<file path="src/sv/sslp_pkg.sv">
// Shared types and constants of the system-exclusive LED command parser.
// No dependencies; used by the configuration registers, the parser and the top level.
package sslp_pkg;

  // Command and marker bytes found in command position.
  localparam logic [7:0] CmdOrange = 8'h10;
  localparam logic [7:0] CmdBlue   = 8'h11;
  localparam logic [7:0] CmdRgb    = 8'h20;
  localparam logic [7:0] CmdError  = 8'h30;
  localparam logic [7:0] CmdBeat   = 8'h40;
  localparam logic [7:0] ByteEnd   = 8'hF7;

  // Width of the prefix length register and of the prefix position.
  localparam int unsigned PosW = 4;

  // Event codes carried on the result channel.
  typedef enum logic [2:0] {
    KindBeat   = 3'd0,
    KindOrange = 3'd1,
    KindBlue   = 3'd2,
    KindColor  = 3'd3,
    KindError  = 3'd4
  } kind_e;

  // Parse phase, one-hot.
  typedef enum logic [5:0] {
    PhPrefix = 6'b000001,
    PhCmd    = 6'b000010,
    PhOrange = 6'b000100,
    PhBlue   = 6'b001000,
    PhColor  = 6'b010000,
    PhStop   = 6'b100000
  } phase_e;

  // Configuration register contents.
  typedef struct packed {
    logic [63:0]     prefix_bytes;
    logic [PosW-1:0] prefix_length;
  } cfg_t;

  // One input beat.
  typedef struct packed {
    logic [7:0] data_byte;
    logic       end_of_message;
  } in_beat_t;

  // One result beat.
  typedef struct packed {
    kind_e      event_kind;
    logic [2:0] led_index;
    logic [7:0] level_or_red;
    logic [7:0] green_level;
    logic [7:0] blue_component;
  } event_t;

  // Handshake into the parser: valid from the input stage, ready from downstream.
  typedef struct packed {
    logic valid;
    logic ready;
  } stage_hs_t;

endpackage

</file>
<file path="src/sv/sslp_cfg_regs.sv">
// APB-style configuration registers of the parser: prefix bytes and prefix length.
// Depends on sslp_pkg for the register struct.
module sslp_cfg_regs (
  input  logic               clk_i,
  input  logic               rst_ni,
  input  logic               psel,
  input  logic               penable,
  input  logic               pwrite,
  input  logic [3:0]         paddr,
  input  logic [63:0]        pwdata,
  output logic [63:0]        prdata,
  output logic               pready,
  output sslp_pkg::cfg_t     cfg_o
);

  logic [63:0]               prefix_bytes_q, prefix_bytes_d;
  logic [sslp_pkg::PosW-1:0] prefix_length_q, prefix_length_d;
  logic                      wr_en;

  assign pready = 1'b1;
  assign wr_en  = psel && penable && pwrite;

  // Address bit 3 selects the register; the lower bits are not decoded.
  always_comb begin
    prefix_bytes_d  = prefix_bytes_q;
    prefix_length_d = prefix_length_q;
    if (wr_en) begin
      if (paddr[3]) begin
        prefix_length_d = pwdata[sslp_pkg::PosW-1:0];
      end else begin
        prefix_bytes_d = pwdata;
      end
    end
  end

  always_ff @(posedge clk_i or negedge rst_ni) begin
    if (!rst_ni) begin
      prefix_bytes_q  <= '0;
      prefix_length_q <= '0;
    end else begin
      prefix_bytes_q  <= prefix_bytes_d;
      prefix_length_q <= prefix_length_d;
    end
  end

  // Read data follows the same decode.
  assign prdata = paddr[3] ? {{(64 - sslp_pkg::PosW){1'b0}}, prefix_length_q}
                           : prefix_bytes_q;

  assign cfg_o.prefix_bytes  = prefix_bytes_q;
  assign cfg_o.prefix_length = prefix_length_q;

endmodule

</file>
<file path="src/sv/sslp_parser.sv">
// Parse state, single-pass byte decode and result register of the parser.
// Depends on sslp_pkg for the phase, event and configuration types.
module sslp_parser #(
  parameter int unsigned LED_COUNT  = 8,
  parameter int unsigned PREFIX_MAX = 8
) (
  input  logic               clk_i,
  input  logic               rst_ni,
  input  sslp_pkg::cfg_t     cfg_i,
  input  sslp_pkg::in_beat_t beat_i,
  input  sslp_pkg::stage_hs_t hs_i,   // valid from the input stage, ready from downstream
  output logic               take_o,  // the input stage beat is consumed this cycle
  output logic               out_valid_o,
  output sslp_pkg::event_t   event_o
);

  localparam logic [7:0] LedLimit = 8'(sslp_pkg::CmdRgb + 8'(LED_COUNT));
  localparam logic [sslp_pkg::PosW-1:0] PrefixMaxW = sslp_pkg::PosW'(PREFIX_MAX);

  sslp_pkg::phase_e          phase_q, phase_d;
  logic [sslp_pkg::PosW-1:0] pos_q, pos_d;
  logic [2:0]                held_index_q, held_index_d;
  logic [7:0]                held_red_q, held_red_d;
  logic [7:0]                held_green_q, held_green_d;
  logic [1:0]                count_q, count_d;

  logic                      out_valid_q, out_valid_d;
  sslp_pkg::event_t          event_q, event_d;

  logic [7:0]                b;
  logic                      eom;
  logic [sslp_pkg::PosW-1:0] plen;
  logic [7:0]                want;

  // Command-position decode results.
  sslp_pkg::phase_e          cmd_phase;
  logic                      cmd_emit;
  sslp_pkg::kind_e           cmd_kind;
  logic                      cmd_load;

  logic                      emit;
  sslp_pkg::event_t          ev;

  assign b   = beat_i.data_byte;
  assign eom = beat_i.end_of_message;

  // The parser advances whenever the result register is free or being emptied.
  assign take_o = hs_i.valid && (!out_valid_q || hs_i.ready);

  assign plen = (cfg_i.prefix_length > PrefixMaxW) ? PrefixMaxW : cfg_i.prefix_length;
  assign want = cfg_i.prefix_bytes[pos_q[2:0]*8 +: 8];

  // Decode of a byte standing in command position.
  always_comb begin
    cmd_phase = sslp_pkg::PhCmd;
    cmd_emit  = 1'b0;
    cmd_kind  = sslp_pkg::KindError;
    cmd_load  = 1'b0;
    if (b == sslp_pkg::ByteEnd) begin
      cmd_phase = sslp_pkg::PhStop;
    end else if (b == sslp_pkg::CmdBeat) begin
      cmd_emit = 1'b1;
      cmd_kind = sslp_pkg::KindBeat;
    end else if (b == sslp_pkg::CmdOrange) begin
      cmd_phase = eom ? sslp_pkg::PhStop : sslp_pkg::PhOrange;
      cmd_emit  = eom;
    end else if (b == sslp_pkg::CmdBlue) begin
      cmd_phase = eom ? sslp_pkg::PhStop : sslp_pkg::PhBlue;
    end else if (b == sslp_pkg::CmdError || b < sslp_pkg::CmdRgb || b >= LedLimit || eom) begin
      cmd_phase = sslp_pkg::PhStop;
      cmd_emit  = 1'b1;
    end else begin
      cmd_phase = sslp_pkg::PhColor;
      cmd_load  = 1'b1;
    end
  end

  // Next parse state and event for the byte in the input stage.
  always_comb begin
    phase_d      = phase_q;
    pos_d        = pos_q;
    held_index_d = held_index_q;
    held_red_d   = held_red_q;
    held_green_d = held_green_q;
    count_d      = count_q;
    emit         = 1'b0;
    ev           = '{event_kind: sslp_pkg::KindError, led_index: 3'd0,
                     level_or_red: 8'd0, green_level: 8'd0, blue_component: 8'd0};

    unique case (phase_q)
      sslp_pkg::PhPrefix: begin
        if (pos_q < plen) begin
          if (b != want) begin
            phase_d = sslp_pkg::PhStop;
          end else begin
            pos_d = pos_q + 1'b1;
          end
        end else begin
          phase_d       = cmd_phase;
          emit          = cmd_emit;
          ev.event_kind = cmd_kind;
        end
      end
      sslp_pkg::PhCmd: begin
        phase_d       = cmd_phase;
        emit          = cmd_emit;
        ev.event_kind = cmd_kind;
      end
      sslp_pkg::PhOrange: begin
        phase_d         = sslp_pkg::PhCmd;
        emit            = 1'b1;
        ev.event_kind   = sslp_pkg::KindOrange;
        ev.level_or_red = b;
      end
      sslp_pkg::PhBlue: begin
        phase_d         = sslp_pkg::PhCmd;
        emit            = 1'b1;
        ev.event_kind   = sslp_pkg::KindBlue;
        ev.level_or_red = b;
      end
      sslp_pkg::PhColor: begin
        if (count_q[1] == 1'b0) begin
          if (count_q[0] == 1'b0) begin
            held_red_d = b;
          end else begin
            held_green_d = b;
          end
          count_d = count_q + 1'b1;
          if (eom) begin
            phase_d = sslp_pkg::PhStop;
            emit    = 1'b1;
          end
        end else begin
          count_d           = 2'd0;
          phase_d           = sslp_pkg::PhCmd;
          emit              = 1'b1;
          ev.event_kind     = sslp_pkg::KindColor;
          ev.led_index      = held_index_q;
          ev.level_or_red   = held_red_q;
          ev.green_level    = held_green_q;
          ev.blue_component = b;
        end
      end
      sslp_pkg::PhStop: begin
      end
      default: begin
      end
    endcase

    // A colour command latches its LED number and restarts the byte count.
    if (cmd_load && (phase_q == sslp_pkg::PhCmd ||
                     (phase_q == sslp_pkg::PhPrefix && !(pos_q < plen)))) begin
      held_index_d = b[2:0] - sslp_pkg::CmdRgb[2:0];
      count_d      = 2'd0;
    end

    // The end of a message always returns to prefix matching.
    if (eom) begin
      phase_d = sslp_pkg::PhPrefix;
      pos_d   = '0;
      count_d = 2'd0;
    end

    if (!take_o) begin
      phase_d      = phase_q;
      pos_d        = pos_q;
      held_index_d = held_index_q;
      held_red_d   = held_red_q;
      held_green_d = held_green_q;
      count_d      = count_q;
    end
  end

  always_ff @(posedge clk_i or negedge rst_ni) begin
    if (!rst_ni) begin
      phase_q      <= sslp_pkg::PhPrefix;
      pos_q        <= '0;
      held_index_q <= '0;
      held_red_q   <= '0;
      held_green_q <= '0;
      count_q      <= '0;
    end else begin
      phase_q      <= phase_d;
      pos_q        <= pos_d;
      held_index_q <= held_index_d;
      held_red_q   <= held_red_d;
      held_green_q <= held_green_d;
      count_q      <= count_d;
    end
  end

  // Result register: loaded when a beat is consumed, cleared when taken.
  always_comb begin
    out_valid_d = out_valid_q;
    event_d     = event_q;
    if (out_valid_q && hs_i.ready) begin
      out_valid_d = 1'b0;
    end
    if (take_o) begin
      out_valid_d = emit;
      event_d     = ev;
    end
  end

  always_ff @(posedge clk_i or negedge rst_ni) begin
    if (!rst_ni) begin
      out_valid_q <= 1'b0;
    end else begin
      out_valid_q <= out_valid_d;
    end
  end

  always_ff @(posedge clk_i) begin
    event_q <= event_d;
  end

  assign out_valid_o = out_valid_q;
  assign event_o     = event_q;

`ifndef SYNTHESIS
  a_color_index_in_range: assert property (@(posedge clk_i) disable iff (!rst_ni)
    out_valid_q && event_q.event_kind == sslp_pkg::KindColor
      |-> 32'(event_q.led_index) < LED_COUNT)
    else $error("colour event with LED number out of range");

  a_plain_event_no_colour: assert property (@(posedge clk_i) disable iff (!rst_ni)
    out_valid_q && event_q.event_kind != sslp_pkg::KindColor
      |-> event_q.green_level == 8'd0 && event_q.blue_component == 8'd0)
    else $error("non-colour event carries colour components");

  a_count_bounded: assert property (@(posedge clk_i) disable iff (!rst_ni)
    count_q != 2'd3)
    else $error("colour byte count overran");

  a_eom_restarts: assert property (@(posedge clk_i) disable iff (!rst_ni)
    take_o && eom |=> phase_q == sslp_pkg::PhPrefix && pos_q == '0)
    else $error("end of message did not restart prefix matching");
`endif

endmodule

</file>
<file path="src/sv/sysex_led_command_parser_top.sv">
// Top level of the system-exclusive LED command parser.
// Depends on sslp_pkg, sslp_cfg_regs and sslp_parser.
//
// Usage: message bytes arrive on the slave stream, one byte per beat, with
// tlast set on the last byte of each message. Each completed command leaves
// one event on the master stream; bytes that complete nothing leave none.
// Configuration sits on an APB-style port: prefix bytes at 0x0, prefix
// length at 0x8. Write it only while no bytes are in flight.
// An accepted byte is held in the input register; when the parser takes it,
// the event that the byte completes is loaded into the result register,
// which drives the master stream.
// Throughput: one byte per cycle unless the receiver stalls, set by the single
// decode pass between the input register and the result register.
// Reset clears the registers, the parse state (back to prefix matching) and
// both stream stages. When the receiver stalls, the event waits in the
// result register; the input register still takes one more byte if it is empty,
// after which tready falls until the event is taken.
module sysex_led_command_parser_top #(
  parameter int unsigned LED_COUNT  = 8,
  parameter int unsigned PREFIX_MAX = 8
) (
  input  logic        clk_i,
  input  logic        rst_ni,
  // Byte stream
  input  logic        s_axis_tvalid,
  output logic        s_axis_tready,
  input  logic [7:0]  s_axis_tdata,   // [7:0] data_byte
  input  logic        s_axis_tlast,   // end_of_message
  // Event stream
  output logic        m_axis_tvalid,
  input  logic        m_axis_tready,
  output logic [31:0] m_axis_tdata,   // [2:0] led_index, [10:3] level_or_red,
                                      // [18:11] green_level, [26:19] blue_component
  output logic [2:0]  m_axis_tuser,   // [2:0] event_kind
  // Configuration
  input  logic        psel,
  input  logic        penable,
  input  logic        pwrite,
  input  logic [3:0]  paddr,
  input  logic [63:0] pwdata,
  output logic [63:0] prdata,
  output logic        pready
);

  sslp_pkg::cfg_t      cfg;
  sslp_pkg::in_beat_t  in_beat_q, in_beat_d;
  logic                in_valid_q, in_valid_d;
  logic                take;
  sslp_pkg::stage_hs_t hs;
  sslp_pkg::event_t    ev;

  sslp_cfg_regs u_cfg (
    .clk_i   (clk_i),
    .rst_ni  (rst_ni),
    .psel    (psel),
    .penable (penable),
    .pwrite  (pwrite),
    .paddr   (paddr),
    .pwdata  (pwdata),
    .prdata  (prdata),
    .pready  (pready),
    .cfg_o   (cfg)
  );

  // Input register: takes a beat when empty or when its beat moves on.
  assign s_axis_tready = !in_valid_q || take;

  always_comb begin
    in_valid_d = in_valid_q;
    in_beat_d  = in_beat_q;
    if (take) begin
      in_valid_d = 1'b0;
    end
    if (s_axis_tvalid && s_axis_tready) begin
      in_valid_d               = 1'b1;
      in_beat_d.data_byte      = s_axis_tdata;
      in_beat_d.end_of_message = s_axis_tlast;
    end
  end

  always_ff @(posedge clk_i or negedge rst_ni) begin
    if (!rst_ni) begin
      in_valid_q <= 1'b0;
    end else begin
      in_valid_q <= in_valid_d;
    end
  end

  always_ff @(posedge clk_i) begin
    in_beat_q <= in_beat_d;
  end

  assign hs.valid = in_valid_q;
  assign hs.ready = m_axis_tready;

  sslp_parser #(
    .LED_COUNT  (LED_COUNT),
    .PREFIX_MAX (PREFIX_MAX)
  ) u_parser (
    .clk_i       (clk_i),
    .rst_ni      (rst_ni),
    .cfg_i       (cfg),
    .beat_i      (in_beat_q),
    .hs_i        (hs),
    .take_o      (take),
    .out_valid_o (m_axis_tvalid),
    .event_o     (ev)
  );

  // Pack the event beat.
  assign m_axis_tuser = ev.event_kind;
  assign m_axis_tdata = {5'd0, ev.blue_component, ev.green_level, ev.level_or_red,
                         ev.led_index};

endmodule

</file>
<file path="config.mk">
export PLATFORM = sky130hd
export DESIGN_NAME = sysex_led_command_parser_top
export DESIGN_NICKNAME = d
export VERILOG_FILES = /design/src/sv/sslp_pkg.sv /design/src/sv/sslp_cfg_regs.sv /design/src/sv/sslp_parser.sv /design/src/sv/sysex_led_command_parser_top.sv
export SDC_FILE = /design/constraint.sdc
export NUM_CORES = 1
export LEC_CHECK = 0
export CORE_MARGIN = 10
export CORE_UTILIZATION = 30
export DETAILED_ROUTE_END_ITERATION = 16
export DONT_BUFFER_PORTS = 1
export PLACE_DENSITY_LB_ADDON = 0.05
export SYNTH_ARGS = -nofsm -noshare
export SYNTH_HDL_FRONTEND = slang
export SYNTH_SLANG_ARGS = --single-unit
</file>
<file path="constraint.sdc">
create_clock -name clk_i -period 3 [get_ports clk_i]
set_input_delay 0.15 -clock clk_i [delete_from_list [all_inputs] [get_ports clk_i]]
set_output_delay 0.15 -clock clk_i [all_outputs]
set_load 0.01 [all_outputs]
</file>
# ---- Yosys cells after proc, flatten, opt, wreduce, memory -nomap -nowiden
# Cells that the tools add are included.
dict set report word_totals {
  register_bits 140
  input_bits 84
  out_inout_bits 102
  word_cells 117
}
dict set report classes {
  addsub 2
  magnitude_cmp 4
  eq_ne 14
  shift 1
  n_mux 44
  bitwise 3
  reduce_logical 32
}
# cell n
set ops {}
lappend ops {{two-way mux 64 bit} 1}
lappend ops {{variable part select 64 x 7 -> 8 bit} 1}
lappend ops {{two-way mux 6 bit} 9}
lappend ops {{two-way mux 30 bit} 1}
lappend ops {{one-hot mux 6 bit (4 select lines)} 1}
lappend ops {{two-way mux 4 bit} 5}
lappend ops {{two-way mux 1 bit} 17}
lappend ops {{equality test 8 x 5 -> 1 bit, second input constant} 2}
lappend ops {{one-hot mux 8 bit (2 select lines)} 1}
lappend ops {{AND reduction 4 bit} 4}
lappend ops {{one-hot mux 3 bit (5 select lines)} 1}
lappend ops {{AND reduction 2 bit} 5}
lappend ops {{two-way mux 3 bit} 3}
lappend ops {{equality test 8 x 6 -> 1 bit, second input constant} 1}
lappend ops {{equality test 8 x 7 -> 1 bit, second input constant} 1}
lappend ops {{equality test 8 bit, second input constant} 1}
lappend ops {{greater-or-equal comparator 8 x 6 -> 1 bit, second input constant} 1}
lappend ops {{< comparator 8 x 6 -> 1 bit, second input constant} 1}
lappend ops {{two-way mux 2 bit} 4}
lappend ops {{inequality test 8 bit} 1}
lappend ops {{nonzero test 2 bit} 4}
lappend ops {{logical AND 1 bit} 7}
lappend ops {{equality test 6 x 1 -> 1 bit, second input constant} 1}
lappend ops {{equality test 6 x 2 -> 1 bit, second input constant} 1}
lappend ops {{17 further kinds} 26}

# ---- Logic depth before layout (Yosys ltp)
dict set report depth {
  word_depth 12
  mapped_depth 10
  mapped_depth_nobuf 10
}

# ---- By module
# From an unflattened synthesis, not the netlist that was laid out.
dict set report hier_totals {
  hier_cells 539
  area_unflattened_um2 7181.9
}
# module instances cells_per_inst area_per_inst_um2 seq_area_each_um2
set by_module_without_submodules {}
lappend by_module_without_submodules {sslp_parser 1 302 3503.4 1702.9}
lappend by_module_without_submodules {sslp_cfg_regs 1 218 3313.2 1701.6}
lappend by_module_without_submodules {sysex_led_command_parser_top 1 19 365.4 295.3}

# ---- Worst setup path after synthesis
# Ideal clock, no wire load.
dict set report synth_path {
  path_type {register to register}
  startpoint {register u_parser.pos_q[0] in the netlist's numbering}
  endpoint {register u_parser.pos_q[2] in the netlist's numbering}
  setup_ns 0.124
  arrival_ns 2.339
  required_time_ns 2.876
  setup_slack_ns 0.537
  path_stages_with_launch 9
  n_path_buf 1
  period_less_slack_ns 2.463
  cell_sequence {dfrtp_1 buf_6 mux4_2 mux2i_1 xor2_1 nand4_1 nor4_4 a21oi_1 a211o_1}
}
dict set report synth_between {
  elab_chain_cells 5
  word_cells_on_any_way 11
  cone_classes {1 x add/sub; 1 x order compare; 2 x eq/ne; 1 x shift; 4 x mux; 2 x reduce/logical}
}
# item line_no
set synth_lines {}
lappend synth_lines {{start, declared} sslp_parser.sv:21} ;# logic [sslp_pkg::PosW-1:0] pos_q, pos_d;
lappend synth_lines {{start signal, assigned} sslp_parser.sv:184} ;# pos_q <= pos_d;
lappend synth_lines {{branches (longest 5 deep; another with variable part select 64 x 7 -> 8 bit)} -}
# Parallel ways; which one is timed is not known. The select of a mux whose other input is x is not followed.
# A chain may end at the register's enable or synchronous reset.

# ---- Worst setup path in the final report
# Same ends and word-level chain as after synthesis.

==> results.py <==
metrics = {
    "finish": {
        "layout_commonest_cell": "dfrtp_1",
        "diodes": 0,
        "mostFrequentLayoutCells": "100 x dfrtp_1, 89 x mux2_2, 76 x dlygate4sd3_1",
        "final_area_um2": 8530,
        "post_layout_nonfiller_instances": 909,
        "final_layout_size_suffix_gt1_share_pct": 25.4,
        "area_delta_synth_final_pct": 25.8,
        "fin_nets": 704,
    },
    "pwr": {
        "p_per_area_nw_per_um2": 695,
        "p_seq_share_pct": 43.5,
        "static-leakage-power_nw": 3.48,
        "comb_power_share_pct": 19.8,
        "ir_worst_vdd_uv": 363,
        "sw_frac_of_total_pct": 30.0,
        "power_frac_clock_pct": 36.7,
        "net-switching-power_w": 0.00178,
        "internal_power_w": 0.00415,
    },
    "global_routing": {
        "track_usage_pct": 12.8,
        "antenna_found_initial": 0,
        "overflow": 0,
        "grt_pass1_vias": 4790,
        "grt_max_degree": 102,
        "grt_pass1_wl_um": 28500,
    },
    "clocking": {
        "postCtsHoldBufs": 77,
        "cts.htree.levels": 4,
        "clock_latency_ns": 0.43,
        "path_clk_slew_ns": 0.06,
        "post_cts_buffers": 0,
        "clkSinkCount": 140,
        "cts_inserted_buffers": 17,
        "cts_tree": "yes",
        "cts_resized": 0,
        "clock_path_buffers": 2,
        "root_buffer": "clkbuf_16",
    },
    "detailed_routing": {
        "ant_nets": 0,
        "wl_per_cell_um": 20.3,
        "vias_per_cell": 4.87,
        "drt-initial-drc-count": 204,
        "firstDrtPassIters": 4,
        "drc": 0,
        "vias": 4423,
        "wl_um": 18400,
    },
    "sta": {
        "min_period_ns": 2.64,
        "tightestPinTransition_ns": 0.533,
        "min_period_over_period_pct": 87.9,
        "maxSlewViolCount": 0,
        "finalSetupViolations": 0,
        "rsz0062_at_grt": "no",
        "fmax_mhz": 379,
        "finalClockSkew_ns": 0.0135,
        "maxSlewHeadroom_pct": 63.6,
        "hold_violations": 0,
        "fin_setup_tns_ns": 0,
    },
    "synthesis": {
        "netlist_instances": 535,
        "syn_area_um2": 6780,
        "ys.warnings.count": 0,
        "synth_cell_type_count": 54,
        "yosys-top-cells-area": "dfrtp_1 37%, edfxtp_1 17%, mux2_2 15%",
        "synth_top_area_cell": "dfrtp_1",
        "synth_edf_count": 39,
        "synth.avg_cell_area_um2": 12.7,
        "yosys.area.top_type_share_pct": 36.9,
        "synthArstFlopShare_pct": 72.1,
        "ys_seq_elements": 140,
        "ys_seq_area_share_pct": 54.5,
        "yosys_most_used_dff": "dfrtp_1",
    },
    "setup_path": {
        "cp_num_buf_inv": 2,
        "worstPathRequired_ns": 3.30,
        "critPathSlowestCell": "mux4_2",
        "cpLargestDelayFamily": "multiplexers",
        "worst_setup_path_start_kind": "flip-flop",
        "worstPathMaxFanout": 6,
        "crit_chain": "buf_4 > mux4_2 > mux2i_1 > xor2_1 > nand4_1 > nor4_4 > buf_4 > a21oi_1 > a211o_1",
        "worstSetupPathType": "flip-flop to flip-flop",
        "path_common_cell": "buf_4",
        "critPathCaptureType": "flip-flop",
        "crit_arrival_ns": 2.94,
        "max_stage_delay_ns": 0.54,
    },
    "die": {
        "die_w_um": 170,
        "start_util_pct": 30.8,
        "die_h_um": 170,
        "placementRows": 54,
        "die-area_um2": 29000,
        "io_pins": 186,
        "core_um2": 22000,
    },
    "worst_hold_path": {
        "hold_path_class": "input pin to flip-flop",
    },
    "flow_run": {
        "cap_violations": 0,
    },
    "placed_design": {
        "detailed_place_hpwl_um": 13200,
        "dpl.cell_count": 800,
        "gp_congestion": 0.751,
        "port_buffers": 0,
        "postPlaceCellArea_um2": 7150,
    },
    "run_status": {
        "status": "completed",
    },
}
==> state kept, by name, indices dropped and copies added, names as in the netlist, 3 cells and up <==
| name | count |
|---|---|
| u_parser.held_index_q | 3 |
| u_parser.held_green_q | 8 |
| u_parser.phase_q | 6 |
| u_parser.held_red_q | 8 |
| u_cfg.prefix_length_q | 4 |
| in_beat_q | 9 |
| u_parser.event_o | 30 |
| u_cfg.prefix_bytes_q | 64 |
| u_parser.pos_q | 4 |
==> through the flow <==
stage	total power [W]	hold slack [ns]	setup WS, ns	util (%)
2_1_floorplan	0.00335	-0.146	0.537	-
3_3_place_gp	0.00368	-0.142	0.304	32.4
3_5_place_dp	0.00371	-0.142	0.297	32.4
4_1_cts	0.00602	0.0205	0.280	38.7
5_1_grt	0.00625	0.0297	0.148	38.7
6_report	0.00593	0.0292	0.362	38.7
==> worst reg2reg max path, cell delays in order (launching register included) <==
cell	delay, ns
dfrtp_1	0.39
buf_4	0.19
mux4_2	0.54
mux2i_1	0.22
xor2_1	0.16
nand4_1	0.17
nor4_4	0.31
buf_4	0.21
a21oi_1	0.07
a211o_1	0.26
==> cells in the mapped netlist, types with 7 or more instances <==
library cell,count
buf_4,8
nand2b_1,7
clkbuf_1,26
mux2_2,89
nor2_1,18
a22o_1,8
edfxtp_1,39
inv_1,8
o21ai_0,8
a21oi_1,9
nor2b_1,63
mux4_2,13
nor3_1,11
and2_1,18
nand2_1,26
mux2i_1,13
dfrtp_1,100
==> layout make-up <==
cell class	instances	area (um2)
Timing Repair Buffer	96	968
Multi-Input combinational cell	353	2890
Inverter	8	30.0
Clock inverter	15	173
Sequential cell	140	3700
Clock buffer	17	425
Fill cell	2116	13500
Tap cell	280	350
==> final timing paths <==
path                       slack, ns                                   end                                 start  cells after the start
min in group asynchronous       0.29  u_cfg.prefix_bytes_q[29]$_DFFE_PN0P_                                rst_ni                      2
max reg2reg                     0.36         u_parser.pos_q[2]$_DFFE_PN0P_         u_parser.pos_q[0]$_DFFE_PN0P_                      9
min                             0.03                in_valid_q$_DFFE_PN0P_                         m_axis_tready                      2
min reg2reg                     0.47  u_parser.held_green_q[0]$_DFFE_PN0P_  u_parser.held_green_q[0]$_DFFE_PN0P_                      2
max                             0.36         u_parser.pos_q[2]$_DFFE_PN0P_         u_parser.pos_q[0]$_DFFE_PN0P_                      9
max in group asynchronous       2.26       u_parser.phase_q[0]$_DFFE_PN1P_                                rst_ni                      2
==> power by group through the flow <==
| stage | Combinational, W | Sequential, W | Clock (W) |
|---|---|---|---|
| 6_report | 0.00118 | 0.00258 | 0.00217 |
| 5_1_grt | 0.00130 | 0.00263 | 0.00232 |
| 4_1_cts | 0.00120 | 0.00259 | 0.00223 |
| 3_5_place_dp | 0.00108 | 0.00263 | 0 |
| 3_3_place_gp | 0.00107 | 0.00261 | 0 |
| 2_1_floorplan | 0.000839 | 0.00251 | 0 |
==> logic make-up (layout without fill, tap and decap cells) <==
logic type / after synthesis / after routing / synth area share (%)
XOR/XNOR: 8 / 8 / 1.03
AO/OA/AOI/OAI: 49 / 49 / 4.98
flip-flops: 140 / 140 / 54.5
buffers and inverters: 46 / 136 / 3.12
multiplexers: 115 / 115 / 21.0
adder cells (fa/ha/maj): 4 / 4 / 0.738
AND/OR/NAND/NOR: 171 / 171 / 14.5
other: 2 / 6 / 0.111
==> layer usage <==
layer	vias up	wire length [um]	GRT usage [%]	share of wire, %
met3	11	1350	5.60	7.3
li1	2064	-	-	-
met5	-	0	0	0
met4	0	193	3.59	1.0
met2	149	9210	21.3	50
met1	2199	7690	14.8	42
Power figures use the tool's default switching activity.
